--- src/design/kdhr_pkg.sv ---
package kdhr_pkg;

	localparam int COUNT_WIDTH = 16;
	localparam int KEY_WIDTH = 5;
	localparam int KEY_CODES = 32;
	localparam int DEBOUNCE_WIDTH = 7;
	localparam int HOLD_WIDTH = 16;
	localparam int CFG_INDEX_WIDTH = 3;
	localparam int CFG_DATA_WIDTH = 32;
	localparam int TDATA_WIDTH = 8;
	localparam int TUSER_WIDTH = 2;
	localparam int REPEAT_BITS = 4;

	localparam logic [KEY_WIDTH-1:0] RESET_NO_KEY = KEY_WIDTH'(31);
	localparam logic [DEBOUNCE_WIDTH-1:0] RESET_DEBOUNCE = DEBOUNCE_WIDTH'(2);
	localparam logic [HOLD_WIDTH-1:0] RESET_HOLD = HOLD_WIDTH'(128);
	localparam logic [COUNT_WIDTH-1:0] COUNT_MAX = '1;

	localparam logic [CFG_INDEX_WIDTH-1:0] REG_NO_KEY = 3'd0;
	localparam logic [CFG_INDEX_WIDTH-1:0] REG_HOLD_MASK = 3'd1;
	localparam logic [CFG_INDEX_WIDTH-1:0] REG_REPEAT_MASK = 3'd2;
	localparam logic [CFG_INDEX_WIDTH-1:0] REG_DEBOUNCE = 3'd3;
	localparam logic [CFG_INDEX_WIDTH-1:0] REG_HOLD = 3'd4;

	typedef struct packed {
		logic [KEY_WIDTH-1:0]      no_key_code;
		logic [KEY_CODES-1:0]      hold_key_mask;
		logic [KEY_CODES-1:0]      repeat_key_mask;
		logic [DEBOUNCE_WIDTH-1:0] debounce_count;
		logic [HOLD_WIDTH-1:0]     hold_count;
	} cfg_t;

	typedef struct packed {
		logic [KEY_WIDTH-1:0] event_key;
		logic                 pressed;
		logic                 held;
	} evt_t;

endpackage

--- src/design/kdhr_cfg.sv ---
module kdhr_cfg (
	input  logic                                 clk,
	input  logic                                 arst_n,
	input  logic                                 wr_en,
	input  logic [kdhr_pkg::CFG_INDEX_WIDTH-1:0] wr_index,
	input  logic [kdhr_pkg::CFG_DATA_WIDTH-1:0]  wr_data,
	output kdhr_pkg::cfg_t                       cfg
);

	kdhr_pkg::cfg_t cfg_q;

	always_ff @(posedge clk or negedge arst_n) begin
		if (!arst_n) begin
			cfg_q.no_key_code     <= kdhr_pkg::RESET_NO_KEY;
			cfg_q.hold_key_mask   <= '0;
			cfg_q.repeat_key_mask <= '0;
			cfg_q.debounce_count  <= kdhr_pkg::RESET_DEBOUNCE;
			cfg_q.hold_count      <= kdhr_pkg::RESET_HOLD;
		end else if (wr_en) begin
			unique case (wr_index)
				kdhr_pkg::REG_NO_KEY: begin
					cfg_q.no_key_code <= wr_data[kdhr_pkg::KEY_WIDTH-1:0];
				end
				kdhr_pkg::REG_HOLD_MASK: begin
					cfg_q.hold_key_mask <= wr_data[kdhr_pkg::KEY_CODES-1:0];
				end
				kdhr_pkg::REG_REPEAT_MASK: begin
					cfg_q.repeat_key_mask <= wr_data[kdhr_pkg::KEY_CODES-1:0];
				end
				kdhr_pkg::REG_DEBOUNCE: begin
					cfg_q.debounce_count <= wr_data[kdhr_pkg::DEBOUNCE_WIDTH-1:0];
				end
				kdhr_pkg::REG_HOLD: begin
					cfg_q.hold_count <= wr_data[kdhr_pkg::HOLD_WIDTH-1:0];
				end
				default: begin
				end
			endcase
		end
	end

	assign cfg = cfg_q;

endmodule

--- src/design/kdhr_step.sv ---
module kdhr_step (
	input  logic                           clk,
	input  logic                           arst_n,
	input  logic                           en,
	input  logic [kdhr_pkg::KEY_WIDTH-1:0] key,
	input  kdhr_pkg::cfg_t                 cfg,
	output logic                           evt_valid,
	output kdhr_pkg::evt_t                 evt
);

	logic [kdhr_pkg::KEY_WIDTH-1:0]   last_q, last_d;
	logic [kdhr_pkg::KEY_WIDTH-1:0]   confirmed_q, confirmed_d;
	logic                             hold_flag_q, hold_flag_d;
	logic [kdhr_pkg::COUNT_WIDTH-1:0] count_q, count_d;
	logic [kdhr_pkg::COUNT_WIDTH-1:0] count_inc;
	logic [kdhr_pkg::COUNT_WIDTH-1:0] debounce_ext;
	logic [kdhr_pkg::COUNT_WIDTH-1:0] hold_ext;
	logic                             is_no_key;

	assign count_inc    = count_q + kdhr_pkg::COUNT_WIDTH'(1);
	assign debounce_ext = kdhr_pkg::COUNT_WIDTH'(cfg.debounce_count);
	assign hold_ext     = kdhr_pkg::COUNT_WIDTH'(cfg.hold_count);
	assign is_no_key    = (key == cfg.no_key_code);

	always_comb begin
		last_d        = last_q;
		confirmed_d   = confirmed_q;
		hold_flag_d   = hold_flag_q;
		count_d       = count_q;
		evt_valid     = 1'b0;
		evt.event_key = confirmed_q;
		evt.pressed   = 1'b0;
		evt.held      = hold_flag_q;
		if (key != last_q) begin
			if ((last_q != cfg.no_key_code) && !is_no_key) begin
				evt_valid = 1'b1;
			end
			last_d  = key;
			count_d = '0;
		end else begin
			count_d = count_inc;
			priority if (count_inc == debounce_ext) begin
				if (is_no_key) begin
					if (confirmed_q != cfg.no_key_code) begin
						evt_valid   = 1'b1;
						confirmed_d = cfg.no_key_code;
					end
				end else begin
					confirmed_d   = key;
					evt_valid     = 1'b1;
					evt.event_key = key;
					evt.pressed   = 1'b1;
					evt.held      = 1'b0;
				end
				hold_flag_d = 1'b0;
			end else if (count_inc == hold_ext) begin
				if (cfg.hold_key_mask[key]) begin
					hold_flag_d   = 1'b1;
					evt_valid     = 1'b1;
					evt.event_key = key;
					evt.pressed   = 1'b1;
					evt.held      = 1'b1;
				end
			end else if (count_inc > hold_ext) begin
				if (cfg.repeat_key_mask[key]) begin
					hold_flag_d   = 1'b1;
					evt.event_key = key;
					evt.pressed   = 1'b1;
					evt.held      = 1'b1;
					evt_valid     = (count_inc[kdhr_pkg::REPEAT_BITS-1:0] == '0);
				end
				if (count_inc == kdhr_pkg::COUNT_MAX) begin
					count_d = hold_ext;
				end
			end else begin
			end
		end
	end

	always_ff @(posedge clk or negedge arst_n) begin
		if (!arst_n) begin
			last_q      <= kdhr_pkg::RESET_NO_KEY;
			confirmed_q <= kdhr_pkg::RESET_NO_KEY;
			hold_flag_q <= 1'b0;
			count_q     <= '0;
		end else if (en) begin
			last_q      <= last_d;
			confirmed_q <= confirmed_d;
			hold_flag_q <= hold_flag_d;
			count_q     <= count_d;
		end
	end

endmodule

--- src/design/kdhr_out.sv ---
module kdhr_out (
	input  logic           clk,
	input  logic           arst_n,
	input  logic           load,
	input  logic           evt_valid,
	input  kdhr_pkg::evt_t evt,
	input  logic           take,
	output logic           out_valid,
	output kdhr_pkg::evt_t out_evt
);

	logic           valid_q;
	kdhr_pkg::evt_t evt_q;

	always_ff @(posedge clk or negedge arst_n) begin
		if (!arst_n) begin
			valid_q <= 1'b0;
		end else if (load) begin
			valid_q <= evt_valid;
		end else if (take) begin
			valid_q <= 1'b0;
		end
	end

	always_ff @(posedge clk) begin
		if (load && evt_valid) begin
			evt_q <= evt;
		end
	end

	assign out_valid = valid_q;
	assign out_evt   = evt_q;

endmodule

--- src/design/keypad_debounce_hold_repeat_core.sv ---
// A sample accepted on the input is held in the input register; when the output register
// is free or being taken, its event, if any, is computed and loaded into the output register.
// Throughput: one sample per cycle while the output is not stalled, set by the counter update
// and compares, which are combinational between the input register and the output register.
// Reset: arst_n asynchronously resets the valid flags, step state and config registers to their
// defaults; the key and event data registers are not reset. No result is pending after reset.
module keypad_debounce_hold_repeat_core (
	input  logic                                 clk,
	input  logic                                 arst_n,
	input  logic                                 s_axis_tvalid,
	output logic                                 s_axis_tready,
	input  logic [kdhr_pkg::TDATA_WIDTH-1:0]     s_axis_tdata,  // [4:0] sampled_key
	output logic                                 m_axis_tvalid,
	input  logic                                 m_axis_tready,
	output logic [kdhr_pkg::TDATA_WIDTH-1:0]     m_axis_tdata,  // [4:0] event_key
	output logic [kdhr_pkg::TUSER_WIDTH-1:0]     m_axis_tuser,  // [0] pressed, [1] held
	input  logic                                 cfg_valid,
	output logic                                 cfg_ready,
	input  logic [kdhr_pkg::CFG_INDEX_WIDTH-1:0] cfg_index,
	input  logic [kdhr_pkg::CFG_DATA_WIDTH-1:0]  cfg_data
);

	logic                           valid_s1;
	logic [kdhr_pkg::KEY_WIDTH-1:0] key_s1;
	logic                           adv;
	logic                           evt_valid;
	kdhr_pkg::evt_t                 evt;
	kdhr_pkg::evt_t                 out_evt;
	kdhr_pkg::cfg_t                 cfg;

	assign cfg_ready     = 1'b1;
	assign adv           = valid_s1 && (!m_axis_tvalid || m_axis_tready);
	assign s_axis_tready = !valid_s1 || adv;

	always_ff @(posedge clk or negedge arst_n) begin
		if (!arst_n) begin
			valid_s1 <= 1'b0;
		end else if (s_axis_tvalid && s_axis_tready) begin
			valid_s1 <= 1'b1;
		end else if (adv) begin
			valid_s1 <= 1'b0;
		end
	end

	always_ff @(posedge clk) begin
		if (s_axis_tvalid && s_axis_tready) begin
			key_s1 <= s_axis_tdata[kdhr_pkg::KEY_WIDTH-1:0];
		end
	end

	kdhr_cfg u_cfg (
		.clk      (clk),
		.arst_n   (arst_n),
		.wr_en    (cfg_valid && cfg_ready),
		.wr_index (cfg_index),
		.wr_data  (cfg_data),
		.cfg      (cfg)
	);

	kdhr_step u_step (
		.clk       (clk),
		.arst_n    (arst_n),
		.en        (adv),
		.key       (key_s1),
		.cfg       (cfg),
		.evt_valid (evt_valid),
		.evt       (evt)
	);

	kdhr_out u_out (
		.clk       (clk),
		.arst_n    (arst_n),
		.load      (adv),
		.evt_valid (evt_valid),
		.evt       (evt),
		.take      (m_axis_tready),
		.out_valid (m_axis_tvalid),
		.out_evt   (out_evt)
	);

	assign m_axis_tdata = kdhr_pkg::TDATA_WIDTH'(out_evt.event_key);
	assign m_axis_tuser = {out_evt.held, out_evt.pressed};

endmodule

--- config.mk ---
export PLATFORM = sky130hd
export DESIGN_NAME = keypad_debounce_hold_repeat_core
export DESIGN_NICKNAME = d
export VERILOG_FILES = /design/src/design/kdhr_pkg.sv /design/src/design/kdhr_cfg.sv /design/src/design/kdhr_step.sv /design/src/design/kdhr_out.sv /design/src/design/keypad_debounce_hold_repeat_core.sv
export SDC_FILE = /design/constraint.sdc
export NUM_CORES = 1
export LEC_CHECK = 0
export BUFFER_PORTS_ARGS = -buffer_cell sky130_fd_sc_hd__buf_2
export CAP_MARGIN = 0
export CORE_ASPECT_RATIO = 2
export CORE_MARGIN = 5
export CORE_UTILIZATION = 50
export DETAILED_ROUTE_END_ITERATION = 16
export PLACE_DENSITY = 0.69
export SETUP_SLACK_MARGIN = 0.02
export SYNTH_ARGS = -nofsm -noshare
export SYNTH_HDL_FRONTEND = slang
export SYNTH_SLANG_ARGS = --single-unit
--- constraint.sdc ---
create_clock -name clk -period 5 [get_ports clk]
set_input_delay 0.25 -clock clk [delete_from_list [all_inputs] [get_ports clk]]
set_output_delay 0.25 -clock clk [all_outputs]
set_load 0.005 [all_outputs]
# [After elaboration in Yosys (flattened, before gate mapping)]
# Cells that the tools add are included.
# Widths: inputs -> output; s select.
[op_classes] n_addsub=1 n_mul=0 n_div=0 order_cmp=2 n_eq_ne=13 shifts=0 n_mux=36 bitwise=1 n_reduce_logical=23
[op_table] operator="$mux 16" n=5
[op_table] operator="$mux 7" n=7
[op_table] operator="$mux 1" n=20
[op_table] operator="$add 16x1->16 const B" n=1
[op_table] operator="$eq 16x16->1" n=1
[op_table] operator="$eq 16x16->1 const B" n=1
[op_table] operator="$eq 16x7->1" n=1
[op_table] operator="$gt 16x16->1" n=1
[op_table] operator="$ne 5x5->1" n=3
[op_table] operator="$reduce_and 2->1" n=6
[op_table] operator="$bmux 1 s5" n=2
[op_table] operator="$mux 5" n=2
[op_table] operator="$eq 3x2->1 const B" n=2
[op_table] operator="$lt 5x6->1 const B" n=1
[op_table] operator="$reduce_bool 3->1" n=2
[op_table] operator="$eq 5x5->1" n=1
[op_table] operator="$reduce_and 5->1" n=1
[op_table] operator="$logic_and 1x1->1" n=4
[op_table] operator="$logic_not 4->1" n=1
[op_table] operator="$reduce_and 4->1" n=1
[op_table] operator="$reduce_bool 2->1" n=2
[op_table] operator="$eq 3x1->1 const B" n=1
[op_table] operator="$eq 3x3->1 const B" n=1
[op_table] operator="$logic_not 1->1" n=3
[op_table] operator="5 further kinds" n=6
[totals] register_bits=133 latchBits=0 mem_bits_rw=0 rom_bits=0 inputBits=48 out_inout_bits=13 elab_cells=91 memories=0

# [Depth between registers and ports, before layout]
# Gate-level depths: netlist of run 1.
[depth] depth_word=8 depth_mapped=15 mapped_depth_nobuf=13

# [By module]
# Synthesis of run 1 repeated with hierarchy kept, for this count alone.
[hier_totals] cells_unflattened=619 area_unflattened_um2=7427.1
[modules_own_cells] module="kdhr_cfg" instances=1 cells_per_inst=199 area_each_um2=3549.7 seq_area_each_um2=2311.0
[modules_own_cells] module="kdhr_step" instances=1 cells_per_inst=392 area_each_um2=3363.2 seq_area_each_um2=688.2
[modules_own_cells] module="keypad_debounce_hold_repeat_core" instances=1 cells_per_inst=17 area_each_um2=259.0 seq_area_each_um2=175.2
[modules_own_cells] module="kdhr_out" instances=1 cells_per_inst=11 area_each_um2=255.2 seq_area_each_um2=235.2

# [Worst setup path after synthesis of run 1]
# No wires, ideal clock.
[synth_timing] kind="register to register" start="register u_step.count_q[0] (netlist name)" end="register u_out.evt_q (netlist bit u_out.out_evt[6]) (data pin)" t_arrival_ns=3.464 required_ns=4.728 slack_ns=1.265 path_stages_with_launch=14 n_path_buf=0 period_less_slack_ns=3.735 path_cell_list="dfrtp_1 > ha_1 > nand3_1 > nor4_1 > xnor2_1 > inv_1 > ha_1 > nand4_1 > nor4_1 > nand2_1 > o31a_1 > a211o_1 > o2111a_1 > or4_1"
[synth_rtl] item="from (decl)" line_no="kdhr_step.sv:14" rtl="logic [kdhr_pkg::COUNT_WIDTH-1:0] count_q, count_d;"
[synth_rtl] item="from (signal assigned)" line_no="kdhr_step.sv:90" rtl="count_q <= count_d;"
[synth_rtl] item="to (signal assigned)" line_no="kdhr_out.sv:27" rtl="evt_q <= evt;"
[synth_rtl] item="to (decl)" line_no="kdhr_out.sv:13" rtl="kdhr_pkg::evt_t evt_q;"

==> flow_metrics.py, run 1 <==
metrics = {
    "clock_tree": {
        "post_cts_resized": 0,
        "cts-root-buf": "clkbuf_16",
        "path_clk_slew_ns": 0.06,
        "clock_path_buffers": 2,
        "cts_sinks": 133,
        "numCtsBuffers": 17,
        "htreeDepth": 4,
        "cts_tree": "done",
        "insertion_delay_ns": 0.42,
    },
    "sta": {
        "relSlewSlack_pct": 36.2,
        "fmax_ghz": 0.223,
        "grt_setup_unrepaired": "no",
        "worstMarginPinSlew_ns": 0.955,
        "finClkSkew_ns": 0.0133,
        "final.setup.tns_ns": 0,
        "post-route-period-util_pct": 89.6,
        "layout_min_cycle_time_ns": 4.48,
        "finalWorstSetupSlack_ns": 0.519,
        "hold_violations": 0,
        "slew_viol_final": 0,
        "setup_violations": 0,
    },
    "worst_hold_path": {
        "hold_path_depth": 1,
        "holdCritPathClass": "in2reg",
        "hold-path-endpoint": "key_s1[4]$_DFFE_PP_",
        "hold_start": "s_axis_tdata[4]",
    },
    "global_route": {
        "grt_usage_pct": 22.0,
        "antenna_found_initial": 0,
        "overflow": 0,
        "grt_start_max_net_pins": 67,
        "grt_pass1_vias": 5501,
        "grt_pass1_wl_mm": 28.8,
    },
    "layout": {
        "finalCoreUtilization_pct": 57.3,
        "layout-drive-gt1-share_pct": 31.7,
        "final_cell_area_um2": 8220,
        "nNetsFinal": 738,
        "area_growth_pct": 13.4,
        "num_antenna_cells": 0,
    },
    "floorplan": {
        "start_util_pct": 50.5,
        "core.rowCount": 62,
        "die_width_um": 95.2,
        "design.core.area_um2": 14400,
        "die_y_um": 180,
        "dieArea_um2": 17200,
        "io_pins": 61,
    },
    "setup_path": {
        "crit_fanout": 6,
        "cp-start-kind": "flip-flop",
        "cp.required_ns": 5.14,
        "timing.rr.start": "u_step.count_q[0]$_DFFE_PN0P_",
        "cp.arrival_ns": 4.63,
        "rr_endpoint": "u_out.out_evt[6]$_DFFE_PP_",
        "r2r_slack_ns": 0.52,
        "crit_path_end_kind": "flip-flop",
        "path_class": "reg2reg",
        "r2r_cells": 13,
    },
    "placement": {
        "placed_area_um2": 7620,
        "gp_congestion": 0.955,
        "portBuffers": 53,
        "pre_cts_ws_ns": 0.602,
        "dp_hpwl_mm": 13.3,
    },
    "synthesis": {
        "synth-main-ff-cell": "dfrtp_1",
        "synth_cells": 617,
        "synth_seq_cells": 133,
        "yosys.area.top_type": "dfrtp_1",
        "ys_types": 74,
        "synth_top_area_share_pct": 35.9,
        "yosysWarningCount": 0,
        "synth-edff-count": 12,
        "synth_common_cells": "dfrtp_1 (104), mux2_2 (81), nand2_1 (62)",
        "synthTopCellsByArea": "dfrtp_1 (36%), mux2_2 (13%), dfstp_2 (6.2%)",
        "seq_area_frac_synth_pct": 47.0,
        "yosysMostFrequentCell": "dfrtp_1",
        "synth_area_um2": 7250,
        "synthArstFlopShare_pct": 91.0,
        "avgSynthCellArea_um2": 11.8,
    },
    "outcome": {
        "status": "completed",
    },
    "detailed_routing": {
        "dr.pass1.iters": 5,
        "drt-wirelength-per-cell_um": 20.3,
        "routed_wl_mm": 17.8,
        "drt_iter0_drc": 267,
        "avgViaCountPerCell": 5.80,
        "ant_nets": 0,
        "num_vias": 5090,
        "remaining_drc_errors": 0,
    },
    "power": {
        "seqPwrFrac_pct": 44.8,
        "netSwitchingFraction_pct": 30.2,
        "peakVddDrop_uv": 277,
        "pwr_density_cell_nw_per_um2": 401,
        "pwr-share-clk_pct": 35.4,
        "power_leakage_nw": 3.57,
        "p_int_mw": 2.30,
        "combPwrFrac_pct": 19.8,
        "switchingPower_uw": 994,
    },
    "run": {
        "maxCapViolCount": 0,
    },
}
## cells in the final DEF (no fill, tap or decap), types with 5 or more instances in the layout
cell | Yosys | final
mux2i_1 | 11 | 11
o21ai_0 | 21 | 21
inv_1 | 29 | 29
clkbuf_16 | 0 | 17
nor4_1 | 7 | 7
o211ai_1 | 8 | 8
nor3_1 | 14 | 13
o31ai_1 | 6 | 6
buf_2 | 3 | 52
dfrtp_1 | 104 | 104
o2111ai_1 | 6 | 6
nor2_1 | 17 | 16
dfstp_2 | 17 | 17
nor2b_1 | 7 | 7
or4_1 | 7 | 7
xnor2_1 | 25 | 25
dlygate4sd3_1 | 0 | 5
ha_1 | 18 | 18
xor2_1 | 12 | 12
a21oi_1 | 8 | 8
nand3_1 | 20 | 20
mux2_2 | 81 | 81
nand2_1 | 62 | 62
buf_4 | 7 | 10
mux4_1 | 10 | 10
mux2_1 | 5 | 5
edfxtp_1 | 12 | 12
## how the worst max path moves through the flow
stage | start | end | slack, ns | cells after the start
final | u_step.count_q[0]$_DFFE_PN0P_ | u_out.out_evt[6]$_DFFE_PP_ | 0.52 | 13
after global routing | u_step.count_q[0]$_DFFE_PN0P_ | u_out.out_evt[6]$_DFFE_PP_ | 0.35 | 13
after CTS | u_step.count_q[0]$_DFFE_PN0P_ | u_out.out_evt[6]$_DFFE_PP_ | 0.55 | 13
after detailed placement | u_step.count_q[0]$_DFFE_PN0P_ | u_out.out_evt[6]$_DFFE_PP_ | 0.60 | 13
after global placement | u_step.count_q[0]$_DFFE_PN0P_ | u_out.out_evt[6]$_DFFE_PP_ | 0.71 | 13
after floorplan | u_step.count_q[0]$_DFFE_PN0P_ | u_out.out_evt[6]$_DFFE_PP_ | 1.26 | 13
## power groups by stage
stage	Clock, mW	Combinational (mW)	Sequential [mW]
3_5_place_dp	0	0.647	1.49
6_report	1.17	0.653	1.48
2_1_floorplan	0	0.473	1.44
5_1_grt	1.23	0.711	1.50
3_3_place_gp	0	0.620	1.48
4_1_cts	1.19	0.655	1.48
## through the flow
step	total power [mW]	std cells	hold WS [ns]
after floorplan	1.91	619	-0.0456
after global placement	2.10	840	0.396
after detailed placement	2.14	840	0.405
after CTS	3.32	877	0.00106
after global routing	3.45	877	0.00192
final	3.30	877	0.0121
## layout make-up
class	instances	area (µm²)
clock buffer	18	429
clock inverter	14	119
fill	1171	6130
inverter	31	116
multi-input combinational	422	3520
sequential	133	3410
tap	192	240
timing repair buffer	67	385
## state kept, by name (all words and copies together) (netlist names)
register	flops
u_step.hold_flag_q	1
u_cfg.cfg	92
u_step.last_q	5
key_s1	5
u_step.confirmed_q	5
u_step.count_q	16
u_out.out_valid	1
valid_s1	1
u_out.out_evt	7
## kinds of logic (layout without fill, tap and decap cells)
logic type | count (synthesis) | count (layout) | share of synthesized area [%]
simple gates | 166 | 166 | 12.1
flops | 133 | 133 | 47.0
mux | 114 | 114 | 20.3
compound gates | 82 | 82 | 8.14
buf+inv | 64 | 130 | 4.64
xor+xnor | 38 | 38 | 4.69
fa+ha+maj | 18 | 18 | 3.11
other cells | 2 | 4 | 0.104
## layer usage
layer	part of all wire, %	track usage [%]
met1	35	23.1
met2	58	40.5
met3	3.1	4.14
met4	4.3	10.3
met5	0	0
## repair_timing
item | CTS | global route
hold buffers | 5 | 0
setup endpoints to repair | 0 | 0
buffers inserted | 0 | 0
hold endpoints to repair | 53 | 0
## critical path, cell delays in order, from the launching register on
cell	delay, ns
dfrtp_1	0.48
ha_1	0.31
nand3_1	0.26
nor4_1	0.39
xnor2_1	0.23
inv_1	0.08
ha_1	0.32
nand4_1	0.13
nor4_1	0.45
nand2_1	0.27
o31a_1	0.35
a21boi_0	0.15
o2111a_1	0.25
or4_1	0.53
Note: power is estimated with default switching activity, not from simulation.
==> run 2: changes to the inputs <==
--- a/config.mk
+++ b/config.mk
@@ -9,9 +9,8 @@
 export CAP_MARGIN = 0
 export CORE_ASPECT_RATIO = 2
 export CORE_MARGIN = 5
-export CORE_UTILIZATION = 50
+export CORE_UTILIZATION = 40
 export DETAILED_ROUTE_END_ITERATION = 16
-export PLACE_DENSITY = 0.69
 export SETUP_SLACK_MARGIN = 0.02
 export SYNTH_ARGS = -nofsm -noshare
 export SYNTH_HDL_FRONTEND = slang
==> run 2 against run 1 <==
Effect of this change: die area rose by 23%; non-clock buffer count is 1 higher; core utilization is 10 points lower; final cell count is 2.5% higher; power rose by 6.0%; sequential power barely moved; design area rose by 1.6%; worst setup slack lost 0.086 ns; first-iteration DRC count decreased by 38%; flip-flop and latch count is the same.
==> flow_metrics.py, run 2 (synthesis results as in run 1) <==
metrics = {
    "outcome": {
        "status": "completed",
    },
    "layout": {
        "final_common_cell": "dfrtp_1",
        "final_cell_area_um2": 8360,
        "layout-drive-gt1-share_pct": 30.9,
        "area_growth_pct": 15.2,
        "final_cells": 899,
        "finalCoreUtilization_pct": 47.0,
        "mostFrequentLayoutCells": "dfrtp_1 (104), mux2_2 (81), nand2_1 (62)",
        "fillerInstances": 1637,
        "largest_register_ff_count": 92,
        "nNetsFinal": 739,
        "num_antenna_cells": 0,
    },
    "detailed_routing": {
        "drt_iter0_drc": 166,
        "remaining_drc_errors": 0,
        "avgViaCountPerCell": 5.55,
        "drt-wirelength-per-cell_um": 19.8,
        "ant_nets": 0,
        "routed_wl_mm": 17.8,
        "num_vias": 4991,
        "dr.pass1.iters": 5,
    },
    "power": {
        "pwr_density_cell_nw_per_um2": 418,
        "peakVddDrop_uv": 337,
        "total_power_mw": 3.49,
        "power_leakage_nw": 3.62,
    },
    "clock_tree": {
        "insertion_delay_ns": 0.42,
        "numCtsBuffers": 17,
        "path_clk_slew_ns": 0.06,
        "htreeDepth": 4,
        "cts-root-buf": "clkbuf_16",
        "clock_path_buffers": 2,
        "cts_sinks": 133,
        "cts_tree": "done",
    },
    "sta": {
        "hold-worst-slack_ns": 0.0490,
        "layout_min_cycle_time_ns": 4.57,
        "hold_violations": 0,
        "finalWorstSetupSlack_ns": 0.434,
        "final.setup.tns_ns": 0,
        "worstMarginPinSlew_ns": 0.979,
        "post-route-period-util_pct": 91.3,
        "relSlewSlack_pct": 34.6,
        "grt_setup_unrepaired": "no",
        "fmax_ghz": 0.219,
        "finClkSkew_ns": 0.00649,
        "slew_viol_final": 0,
        "setup_violations": 0,
    },
    "setup_path": {
        "cp.required_ns": 5.15,
        "worst_path_max_delay_cell": "or4_1",
        "path_class": "reg2reg",
        "crit_fanout": 6,
        "slowest_delay_ns": 0.53,
        "worstPathCellList": "ha_1 -> nand3_1 -> nor4_1 -> xnor2_1 -> inv_1 -> ha_1 -> nand4_1 -> nor4_1 -> a21boi_0 -> o31a_1 -> a21boi_0 -> o2111a_1 -> or4_1",
        "crit_path_end_kind": "flip-flop",
        "cp.arrival_ns": 4.72,
        "cp-start-kind": "flip-flop",
    },
    "placement": {
        "placed_area_um2": 7650,
        "portBuffers": 53,
        "gp_congestion": 0.945,
        "dp_hpwl_mm": 13.6,
        "pre_cts_ws_ns": 0.494,
        "dpl.cell_count": 861,
    },
    "worst_hold_path": {
        "holdCritPathClass": "in2reg",
    },
    "floorplan": {
        "dieArea_um2": 21100,
        "die_width_um": 105,
        "start_util_pct": 40.8,
        "die_y_um": 200,
        "core.rowCount": 69,
        "io_pins": 61,
        "design.core.area_um2": 17800,
    },
    "run": {
        "maxCapViolCount": 0,
    },
    "global_route": {
        "antenna_found_initial": 0,
        "overflow": 0,
        "grt_pass1_vias": 5517,
        "grt_start_max_net_pins": 63,
        "grt_usage_pct": 17.6,
        "grt_pass1_wl_mm": 29.4,
    },
}
==> run 2: layer usage <==
layer | up-vias | global-route usage (%) | share of wire (%)
li1 | 2344 | - | -
met1 | 2491 | 18.2 | 36
met2 | 118 | 32.9 | 57
met3 | 38 | 3.09 | 2.7
met4 | 0 | 9.10 | 4.5
met5 | - | 0 | 0
==> run 2: worst max-delay path, delay by kind of cell (launching register included) <==
family / cells / cell delay (ns)
and+or+nand+nor: 5 / 1.81
AOI/OAI and AO/OA: 4 / 1.02
adders and majority gates: 2 / 0.65
DFF: 1 / 0.50
xor gates and xnor gates: 1 / 0.22
buffers and inverters: 1 / 0.09
==> run 2: report_power, final <==
part | switching [mW] | leakage [nW] | internal [mW]
Combinational | 0.317 | 1.73 | 0.327
Clock | 0.446 | 0.310 | 0.929
Sequential | 0.148 | 1.58 | 1.33
==> run 2: final cells by class <==
cell class / count / area [µm²] / share of cell area (%)
clock buffers: 21 / 440 / 5.27
clock inverters: 11 / 205 / 2.46
inverters: 31 / 116 / 1.39
multi-input cells: 422 / 3520 / 42.2
flip-flops and latches: 133 / 3410 / 40.8
well taps: 213 / 267 / 3.19
repair buffers: 68 / 395 / 4.73
==> run 2: timing repair <==
item / 4_1_cts / 5_1_grt
setup buffers: 0 / 0
hold endpoints to repair: 65 / 0
hold buffers: 6 / 0
gates resized for setup: 0 / 0
==> run 2: worst paths after layout <==
check / start / endpoint / slack (ns) / cells past startpoint
min in group asynchronous: arst_n / u_cfg.cfg[33]$_DFFE_PN0P_ / 0.46 / 2
hold reg to reg: u_step.last_q[4]$_DFFE_PN1P_ / u_step.last_q[4]$_DFFE_PN1P_ / 0.49 / 2
max in group asynchronous: arst_n / u_cfg.cfg[76]$_DFFE_PN0P_ / 3.24 / 3
setup / recovery: u_step.count_q[0]$_DFFE_PN0P_ / u_out.out_evt[6]$_DFFE_PP_ / 0.43 / 13
setup reg to reg: u_step.count_q[0]$_DFFE_PN0P_ / u_out.out_evt[6]$_DFFE_PP_ / 0.43 / 13
hold / removal: s_axis_tvalid / valid_s1$_DFFE_PN0P_ / 0.05 / 2
